===== src/rtl/hdf_pkg.sv =====
`timescale 1ns / 1ps

package hdf_pkg;

    // one input request: a raw byte and the end-of-dump mark
    typedef struct packed {
        logic [7:0] data_byte;
        logic       final_byte;
    } hdf_in_t;

    // one output request: a pair of characters
    typedef struct packed {
        logic [6:0] first_char;
        logic [6:0] second_char;
        logic       second_valid;
        logic       run_last;
        logic       dump_end;
    } hdf_out_t;

    // one character from the sequencer to the pair packer
    typedef struct packed {
        logic [6:0] ch;
        logic       last;
        logic       fin;
    } hdf_char_t;

    localparam logic [6:0] CH_TAB   = 7'h09;
    localparam logic [6:0] CH_NL    = 7'h0A;
    localparam logic [6:0] CH_SPACE = 7'h20;
    localparam logic [6:0] CH_DOT   = 7'h2E;
    localparam logic [6:0] CH_COLON = 7'h3A;
    localparam logic [6:0] CH_ZERO  = 7'h30;
    localparam logic [6:0] CH_UPPER_A = 7'h41;
    localparam logic [7:0] PRINT_LO = 8'h20;
    localparam logic [7:0] PRINT_HI = 8'h7E;
    localparam logic [3:0] LAST_POS = 4'hF;

    function automatic logic [6:0] hex_digit(input logic [3:0] v);
        logic [6:0] r;
        if (v < 4'd10)
        begin
            r = CH_ZERO + {3'b000, v};
        end
        else
        begin
            r = CH_UPPER_A + {3'b000, v - 4'd10};
        end
        return r;
    endfunction

    function automatic logic [6:0] show_char(input logic [7:0] b);
        logic [6:0] r;
        if (b < PRINT_LO || b > PRINT_HI)
        begin
            r = CH_DOT;
        end
        else
        begin
            r = b[6:0];
        end
        return r;
    endfunction

endpackage


===== src/rtl/hdf_seq.sv =====
`timescale 1ns / 1ps

module hdf_seq import hdf_pkg::*; (
    input  logic      clk,
    input  logic      rst_n,
    input  logic      byte_valid,
    output logic      byte_stall,
    input  hdf_in_t   byte_item,
    output logic      char_valid,
    output hdf_char_t char_item,
    input  logic      char_take
);

    localparam logic [3:0] PH_TAB   = 4'd0;
    localparam logic [3:0] PH_OFF   = 4'd1;
    localparam logic [3:0] PH_COLON = 4'd2;
    localparam logic [3:0] PH_SP1   = 4'd3;
    localparam logic [3:0] PH_HEXH  = 4'd4;
    localparam logic [3:0] PH_HEXL  = 4'd5;
    localparam logic [3:0] PH_HEXSP = 4'd6;
    localparam logic [3:0] PH_PAD   = 4'd7;
    localparam logic [3:0] PH_SEP   = 4'd8;
    localparam logic [3:0] PH_ASC   = 4'd9;
    localparam logic [3:0] PH_NL    = 4'd10;

    logic        busy_reg, busy_next;
    logic [3:0]  phase_reg, phase_next;
    logic [3:0]  cnt_reg, cnt_next;
    logic [1:0]  sub_reg, sub_next;
    logic [7:0]  byte_reg;
    logic        fin_reg;
    logic [3:0]  pos_reg;
    logic [15:0] line_off_reg;
    logic [15:0] offset_reg;
    logic [6:0]  col_reg [16];

    logic        accept;
    logic        close_line;
    logic [3:0]  nib;
    logic        use_hex;
    logic [6:0]  plain_ch;
    logic        last_ch;

    assign accept     = byte_valid && !busy_reg;
    assign byte_stall = busy_reg;
    assign char_valid = busy_reg;
    assign close_line = (pos_reg == LAST_POS) || fin_reg;

    always_comb
    begin
        phase_next = phase_reg;
        cnt_next   = cnt_reg;
        sub_next   = sub_reg;
        busy_next  = busy_reg;
        nib        = byte_reg[3:0];
        use_hex    = 1'b0;
        plain_ch   = CH_SPACE;
        last_ch    = 1'b0;
        case (phase_reg)
            PH_TAB:
            begin
                plain_ch   = CH_TAB;
                phase_next = PH_OFF;
                cnt_next   = '0;
            end
            PH_OFF:
            begin
                use_hex = 1'b1;
                case (cnt_reg[1:0])
                    2'd0:    nib = line_off_reg[15:12];
                    2'd1:    nib = line_off_reg[11:8];
                    2'd2:    nib = line_off_reg[7:4];
                    default: nib = line_off_reg[3:0];
                endcase
                if (cnt_reg[1:0] == 2'd3)
                begin
                    phase_next = PH_COLON;
                end
                else
                begin
                    cnt_next = cnt_reg + 4'd1;
                end
            end
            PH_COLON:
            begin
                plain_ch   = CH_COLON;
                phase_next = PH_SP1;
            end
            PH_SP1:
            begin
                phase_next = PH_HEXH;
            end
            PH_HEXH:
            begin
                use_hex    = 1'b1;
                nib        = byte_reg[7:4];
                phase_next = PH_HEXL;
            end
            PH_HEXL, PH_HEXSP:
            begin
                use_hex = (phase_reg == PH_HEXL);
                if (phase_reg == PH_HEXL && pos_reg[0])
                begin
                    phase_next = PH_HEXSP;
                end
                else if (!close_line)
                begin
                    last_ch   = 1'b1;
                    busy_next = 1'b0;
                end
                else if (pos_reg == LAST_POS)
                begin
                    phase_next = PH_SEP;
                end
                else
                begin
                    phase_next = PH_PAD;
                    cnt_next   = pos_reg + 4'd1;
                    sub_next   = 2'd0;
                end
            end
            PH_PAD:
            begin
                // two spaces per empty position, a third after odd ones
                if (sub_reg == 2'd0)
                begin
                    sub_next = 2'd1;
                end
                else if (sub_reg == 2'd1 && cnt_reg[0])
                begin
                    sub_next = 2'd2;
                end
                else
                begin
                    sub_next = 2'd0;
                    if (cnt_reg == LAST_POS)
                    begin
                        phase_next = PH_SEP;
                    end
                    else
                    begin
                        cnt_next = cnt_reg + 4'd1;
                    end
                end
            end
            PH_SEP:
            begin
                phase_next = PH_ASC;
                cnt_next   = '0;
            end
            PH_ASC:
            begin
                plain_ch = (cnt_reg <= pos_reg) ? col_reg[cnt_reg] : CH_SPACE;
                if (cnt_reg == LAST_POS)
                begin
                    phase_next = PH_NL;
                end
                else
                begin
                    cnt_next = cnt_reg + 4'd1;
                end
            end
            PH_NL:
            begin
                plain_ch  = CH_NL;
                last_ch   = 1'b1;
                busy_next = 1'b0;
            end
            default:
            begin
                last_ch   = 1'b1;
                busy_next = 1'b0;
            end
        endcase
    end

    // single shared nibble-to-hex converter
    assign char_item.ch   = use_hex ? hex_digit(nib) : plain_ch;
    assign char_item.last = last_ch;
    assign char_item.fin  = fin_reg;

    always_ff @(posedge clk or negedge rst_n)
    begin
        if (!rst_n)
        begin
            busy_reg   <= 1'b0;
            phase_reg  <= PH_TAB;
            cnt_reg    <= '0;
            sub_reg    <= '0;
            offset_reg <= '0;
        end
        else if (accept)
        begin
            busy_reg   <= 1'b1;
            phase_reg  <= (offset_reg[3:0] == 4'd0) ? PH_TAB : PH_HEXH;
            cnt_reg    <= '0;
            sub_reg    <= '0;
            offset_reg <= byte_item.final_byte ? 16'd0 : offset_reg + 16'd1;
        end
        else if (busy_reg && char_take)
        begin
            busy_reg  <= busy_next;
            phase_reg <= phase_next;
            cnt_reg   <= cnt_next;
            sub_reg   <= sub_next;
        end
    end

    always_ff @(posedge clk)
    begin
        if (accept)
        begin
            byte_reg     <= byte_item.data_byte;
            fin_reg      <= byte_item.final_byte;
            pos_reg      <= offset_reg[3:0];
            line_off_reg <= offset_reg;
            col_reg[offset_reg[3:0]] <= show_char(byte_item.data_byte);
        end
    end

endmodule


===== src/rtl/hex_dump_formatter_unit.sv =====
`timescale 1ns / 1ps

// hex dump formatter, 16 bytes per 65-character line
// input channel byte_*: one raw byte per request, final_byte closes the dump
// output channel text_*: two ascii characters per request, the second one
//   flagged by second_valid; run_last marks the last pair of a byte and
//   dump_end the last pair of the whole dump
// a sequencer walks the text of one byte one character per cycle, held while a
//   stalled pair waits, through a single shared hex digit converter; the
//   characters are packed into pairs; a byte gives 2 or 3 characters mid-line,
//   7 more at a line start, and up to 65 on a byte that opens and closes a line
//   (padding, ascii column and newline); byte_stall stays high for the whole
//   character run
// the first pair of a byte reaches the output register once its second
//   character is taken
// a new byte is taken while the last pair still waits in the output register
// when text_stall is high and a pair waits, the output register holds and the
//   sequencer pauses on the next pair; nothing is lost or repeated
// reset clears the line offset to zero and empties the output register; the
//   ascii column holds no state that needs clearing
module hex_dump_formatter_unit import hdf_pkg::*; (
    input  logic     clk,
    input  logic     rst_n,
    input  logic     byte_valid,
    output logic     byte_stall,
    input  hdf_in_t  byte_item,
    output logic     text_valid,
    input  logic     text_stall,
    output hdf_out_t text_item
);

    logic      char_valid;
    hdf_char_t char_item;
    logic      char_take;

    logic      half_reg;
    logic [6:0] first_reg;
    logic      out_valid_reg;
    hdf_out_t  out_reg;
    hdf_out_t  out_next;

    logic      need_push;
    logic      out_free;
    logic      push;

    hdf_seq u_seq (
        .clk        (clk),
        .rst_n      (rst_n),
        .byte_valid (byte_valid),
        .byte_stall (byte_stall),
        .byte_item  (byte_item),
        .char_valid (char_valid),
        .char_item  (char_item),
        .char_take  (char_take)
    );

    // a pair is complete on the second character or on the last one
    assign need_push = half_reg || char_item.last;
    assign out_free  = !out_valid_reg || !text_stall;
    assign char_take = char_valid && (!need_push || out_free);
    assign push      = char_take && need_push;

    always_comb
    begin
        if (half_reg)
        begin
            out_next.first_char   = first_reg;
            out_next.second_char  = char_item.ch;
            out_next.second_valid = 1'b1;
        end
        else
        begin
            out_next.first_char   = char_item.ch;
            out_next.second_char  = 7'd0;
            out_next.second_valid = 1'b0;
        end
        out_next.run_last = char_item.last;
        out_next.dump_end = char_item.last && char_item.fin;
    end

    always_ff @(posedge clk or negedge rst_n)
    begin
        if (!rst_n)
        begin
            half_reg      <= 1'b0;
            out_valid_reg <= 1'b0;
        end
        else
        begin
            if (char_take)
            begin
                half_reg <= !half_reg && !char_item.last;
            end
            if (push)
            begin
                out_valid_reg <= 1'b1;
            end
            else if (!text_stall)
            begin
                out_valid_reg <= 1'b0;
            end
        end
    end

    always_ff @(posedge clk)
    begin
        if (char_take && !need_push)
        begin
            first_reg <= char_item.ch;
        end
        if (push)
        begin
            out_reg <= out_next;
        end
    end

    assign text_valid = out_valid_reg;
    assign text_item  = out_reg;

    a_end_is_last: assert property (@(posedge clk) disable iff (!rst_n)
        text_valid && text_item.dump_end |-> text_item.run_last)
        else $error("dump_end without run_last");

    a_single_zero: assert property (@(posedge clk) disable iff (!rst_n)
        text_valid && !text_item.second_valid |-> text_item.second_char == 7'd0
            && text_item.run_last)
        else $error("single character pair not closing a byte");

    a_idle_packer_empty: assert property (@(posedge clk) disable iff (!rst_n)
        !byte_stall |-> !half_reg)
        else $error("half pair left over when idle");

    a_accept_busy: assert property (@(posedge clk) disable iff (!rst_n)
        byte_valid && !byte_stall |=> byte_stall)
        else $error("sequencer not busy after a byte");

endmodule


===== config.mk =====
export PLATFORM = sky130hd
export DESIGN_NAME = hex_dump_formatter_unit
export DESIGN_NICKNAME = d
export VERILOG_FILES = /design/src/rtl/hdf_pkg.sv /design/src/rtl/hdf_seq.sv /design/src/rtl/hex_dump_formatter_unit.sv
export SDC_FILE = /design/constraint.sdc
export NUM_CORES = 1
export LEC_CHECK = 0
export ABC_CLOCK_PERIOD_IN_PS = 3500
export BUFFER_PORTS_ARGS = -buffer_cell sky130_fd_sc_hd__buf_2
export CORE_MARGIN = 5
export CORE_UTILIZATION = 30
export DETAILED_ROUTE_END_ITERATION = 16
export HOLD_SLACK_MARGIN = 0.02
export PLACE_DENSITY_LB_ADDON = 0.08
export SYNTH_ARGS = -nofsm -noshare
export SYNTH_HDL_FRONTEND = slang
export SYNTH_SLANG_ARGS = --single-unit

===== constraint.sdc =====
create_clock -name clk -period 3.5 [get_ports clk]
set_clock_uncertainty 0.1 [all_clocks]
set_input_delay 0.875 -clock clk [delete_from_list [all_inputs] [get_ports clk]]
set_output_delay 0.875 -clock clk [all_outputs]
set_load 0.01 [all_outputs]

**Word-level counts from Yosys, hierarchy flattened**

Memories as Yosys holds them, arrays and structs flattened.
Cells that the tools add are included.

- $add $sub $neg: 6
- $lt $le $gt $ge: 4
- Equal/unequal tests: 29
- Muxes and demuxes: 53
- Reduce and logical (&&, ||, !) cells: 36

Operator list:

| cell | count |
|---|---|
| 4-bit two-way mux | 19 |
| 4-bit one-hot mux with 9 select lines | 1 |
| 7-bit two-way mux | 5 |
| 7-bit one-hot mux with 4 select lines | 1 |
| 4-bit == test (second input constant) | 5 |
| 4-bit one-hot mux with 5 select lines | 1 |
| 3-bit by 2-bit != test with 1-bit output (second input constant) | 6 |
| 16-bit by 1-bit adder with 16-bit output (second input constant) | 1 |
| 4-bit by 3-bit == test with 1-bit output (second input constant) | 4 |
| 16-bit two-way mux | 1 |
| 8-bit AND reduction | 2 |
| 15-bit two-way mux | 1 |
| 2-bit two-way mux | 7 |
| 3-bit by 1-bit != test with 1-bit output (second input constant) | 4 |
| 4-bit one-hot mux with 3 select lines | 1 |
| 1-bit two-way mux | 10 |
| 10-bit nonzero test | 1 |
| 1-bit logical AND | 9 |
| 4-bit by 1-bit adder with 4-bit output (second input constant) | 2 |
| 4-bit by 2-bit == test with 1-bit output (second input constant) | 2 |
| 8-bit by 7-bit greater-than comparator with 1-bit output (second input constant) | 1 |
| 4-bit logical NOT | 2 |
| 8-bit by 6-bit less-than comparator with 1-bit output (second input constant) | 1 |
| 4-bit one-hot mux with 2 select lines | 1 |
| other kinds (23) | 40 |

- Bits in registers: 82
- Memory bits (writable): 112
- Bits of input ports: 13
- Memories: 1

Memories:

| memory | depth | bits a word | rd ports | clocked after Yosys merged registers in | write ports | RTL line | source |
|---|---|---|---|---|---|---|---|
| u_seq.col_reg | 16 | 7 | 1 | 0 | 1 | hdf_seq.sv:35 | `logic [6:0] col_reg [16];` |

**Depth between registers and ports, before layout**

- Depth after elaboration: 12
- Gate-level depth with buffers: 12

**Cells and area by module**

Synthesis repeated with hierarchy kept, for this count alone.

- Cells, all modules: 559
- Area, all modules: 8475.6 um^2

Modules (own cells, without submodules):

| module | instances | cells an instance | area an instance (um^2) |
|---|---|---|---|
| hdf_seq | 1 | 506 | 7487.2 |
| hex_dump_formatter_unit | 1 | 53 | 988.4 |

**Worst setup path before layout**

Ideal clock, no wire load.

- Path kind: input-to-reg
- From: input byte_valid
- To: memory u_seq.col_reg[1][0] (enable)
- Arrival time: 2.942 ns
- Slack: 0.077 ns
- Cell stages on the path: 6
- Path buffers: 2
- Path through: nand2b_1 clkbuf_1 inv_1 clkbuf_1 nand2_1 nor3_1

- Word-level cells in the longest chain between the ends: 3

RTL lines:

| item | RTL line | source |
|---|---|---|
| from (decl) | hex_dump_formatter_unit.sv:24 | `input logic byte_valid,` |
| 1-bit logical AND | hdf_seq.sv:44 | `assign accept = byte_valid && !busy_reg;` |
| named net u_seq.accept | hdf_seq.sv:37 | `logic accept;` |
| 1-bit two-way mux | hdf_seq.sv:211 | `if (accept)` |
| 1-bit two-way mux (not written as such) | hdf_seq.sv:217 | `col_reg[offset_reg[3:0]] <= show_char(byte_item.data_byte);` |
| to (decl) | hdf_seq.sv:35 |  |

The timed path passes the listed nets, and every way through them passes these cells.

==> qor.yml <==
synthesis:
  synth-seq-cells: 190
  synth-edff-count: 161
  synth_nets: 613
  ys_warn_count: 0
  synthFlopType: "edfxtp_1"
  synthCells: 589
  synth_top_area_cell: "edfxtp_1"
  synthTopCellsByArea: "edfxtp_1 (57%), dfrtp_1 (8.5%), mux4_2 (6.9%)"
  async_flop_share: 0.153
  yosysUniqueCellTypes: 76
  syn_avg_cell_area_sq_um: 14.4
  syn-cell-area_sq_um: 8500
  synth_top_area_frac: 0.569
  synth-seq-area-share: 0.654
critical_path:
  critPathArrivalTime_ps: 3080
  crit_family: "multiplexers"
  cpPeakStageDelay_ps: 600
  crit_path_end_kind: "flop"
  r2r_cells: 6
  cp-start-kind: "flop"
  crit_top_cell: "mux2_2"
  crit_path_max_fanout: 20
  path_class: "flop to flop"
  cp_num_buf_inv: 1
  cp.required_ps: 3590
  cp_cell_sequence: "buf_4 > mux4_2 > mux2_2 > a21oi_1 > o32ai_1 > mux2_2"
  r2r_end: "text_item[16]$_DFFE_PP_"
  critPathSlowestCell: "dfrtp_1"
  r2r-start: "u_seq.cnt_reg[0]$_DFFE_PN0P_"
  r2r_setup_slack_ps: 520
timing:
  achievable-frequency_ghz: 0.335
  maxSlewViolCount: 0
  finalCritPeriodShare: 0.852
  tightest_slew_ps: 917
  slew_headroom: 0.386
  finalSetupViolCount: 0
  finalSetupTns_ps: 0
  fin_crit_ps: 2980
  finalHoldViolCount: 0
  grt_setup_unrepaired: "false"
  fin_ws_ps: 517
floorplan:
  die-area_sq_um: 31800
  core_area_sq_um: 27900
  rows: 61
  fp.dieW_um: 178
  io_pins: 32
  die_h_um: 178
  start_util: 0.305
grt:
  grt_remaining_overflow: 0
  grt_pass1_wl_um: 32400
  grt_pass1_vias: 5221
  grtUsageTotal: 0.137
  antenna_found_initial: 0
  grt_max_degree: 35
placed_design:
  pre_cts_slack_ps: 443
  portBuffers: 31
  place_hpwl_um: 14600
  gp_congestion: 0.821
layout:
  post-route-util: 0.353
  finalNetCount: 664
  synthToLayoutAreaGrowth_pct: 15.6
  diodes: 0
  seq_area_sq_um: 5560
  drive_gt1_frac: 0.222
  multi_input_area_sq_um: 2750
  fill_cells: 2681
  largest_reg_flops: 112
clocking:
  cts.htree.levels: 4
  clkTransAtPathRegs_ps: 80
  clk-insertion-delay-late_ps: 440
  cts.path.max_buffers: 2
  tritoncts: "yes"
  numCtsBuffers: 17
  cts_setup_buffers: 0
  numClockSinks: 190
  cts_resized: 0
  postCtsHoldBufs: 0
  root_buffer: "clkbuf_16"
routing:
  wl_per_cell_um: 20.4
  wl_um: 21100
  vias: 5079
  viasPerCell: 4.93
  antenna_left: 0
  post-route-drc-count: 0
  first_pass_iters: 5
  drt-initial-drc-count: 349
power:
  ir_worst_vdd_mv: 0.337
  p_per_area_nw_per_um2: 782
  p_leak_nw: 3.45
  power_mw: 7.69
outcome:
  status: "finished clean"
run:
  drv_cap: 0
worst_hold_path:
  min-delay-path-class: "input pin to async pin"
cell usage after synthesis, types with 10 or more instances:
| library cell | instances |
|---|---|
| a21oi_1 | 18 |
| edfxtp_1 | 161 |
| nand2_1 | 45 |
| nor3_1 | 10 |
| clkbuf_1 | 10 |
| o21ai_0 | 19 |
| dfrtp_1 | 29 |
| mux4_2 | 26 |
| nor2_1 | 46 |
| mux2i_1 | 13 |
| ha_1 | 11 |
| inv_1 | 14 |
| buf_2 | 11 |
| and2_1 | 13 |
| nand3_1 | 12 |
| mux2_2 | 11 |
worst register-to-register path, stage by stage, from the launching register on:
cell	delay, ps
dfrtp_1	600
buf_4	450
mux4_2	570
mux2_2	290
a21oi_1	220
o32ai_1	190
mux2_2	320
power breakdown:
part / switching (mW) / internal, mW
combinational: 1.57 / 1.08
clock: 0.978 / 0.968
sequential: 0.211 / 2.88
per-layer routing:
layer	global-route usage	up-vias	share of wire
met5	0	-	0
met4	0.0422	0	0.013
met3	0.0203	19	0.034
met2	0.224	93	0.48
met1	0.190	2597	0.47
li1	-	2370	-
cell families after synthesis:
| kind of cell | after synthesis | synth area share |
|---|---|---|
| adder cells (fa/ha/maj) | 11 | 0.0162 |
| flip-flops | 190 | 0.654 |
| AND/OR/NAND/NOR | 183 | 0.109 |
| multiplexers | 50 | 0.0988 |
| buffers and inverters | 43 | 0.0224 |
| AO/OA/AOI/OAI | 98 | 0.0847 |
| XOR/XNOR | 14 | 0.0144 |
worst max-delay path by stage:
stage                                       from  cells past startpoint                            end  slack (ps)
floorplan                             byte_valid                      6  u_seq.col_reg[1][0]$_DFFE_PP_          80
global placement    u_seq.cnt_reg[1]$_DFFE_PN0P_                      8        text_item[14]$_DFFE_PP_         440
detailed placement  u_seq.cnt_reg[1]$_DFFE_PN0P_                      8        text_item[14]$_DFFE_PP_         440
CTS                 u_seq.cnt_reg[1]$_DFFE_PN0P_                      8        text_item[14]$_DFFE_PP_         380
global route        u_seq.cnt_reg[1]$_DFFE_PN0P_                      8        text_item[14]$_DFFE_PP_         280
finish              u_seq.cnt_reg[0]$_DFFE_PN0P_                      6        text_item[16]$_DFFE_PP_         520
per-stage QoR:
step | hold WS [ps] | area (sq um) | std cells
after floorplan | 323 | 8500 | 589
after global placement | 359 | 9230 | 999
after detailed placement | 376 | 9230 | 999
after CTS | 396 | 9820 | 1031
after global routing | 417 | 9820 | 1031
final | 385 | 9820 | 1031
area by class of cell:
class                   count  share of cell area
clock buffers              18              0.0437
clock inverters            14              0.0169
inverters                  15             0.00573
multi-input cells         356               0.280
flip-flops and latches    190               0.566
well taps                 378              0.0481
repair buffers             60              0.0392
cells in the final DEF, fill, tap and decap left out, drive strengths merged, types with 8 or more instances in the layout:
| master | netlist | final |
|---|---|---|
| clkinv | 1 | 8 |
| mux4 | 26 | 26 |
| nand2b | 9 | 9 |
| xor2 | 9 | 9 |
| mux2 | 11 | 11 |
| buf | 18 | 60 |
| o21ai | 23 | 23 |
| mux2i | 13 | 13 |
| and2 | 14 | 14 |
| edfxtp | 161 | 161 |
| inv | 14 | 21 |
| dfrtp | 29 | 29 |
| nand2 | 45 | 45 |
| nor2 | 46 | 46 |
| ha | 11 | 11 |
| nand3 | 12 | 12 |
| a21oi | 18 | 18 |
| clkbuf | 10 | 18 |
| nor3 | 10 | 10 |
No activity file was read; power rests on OpenSTA's default activity.
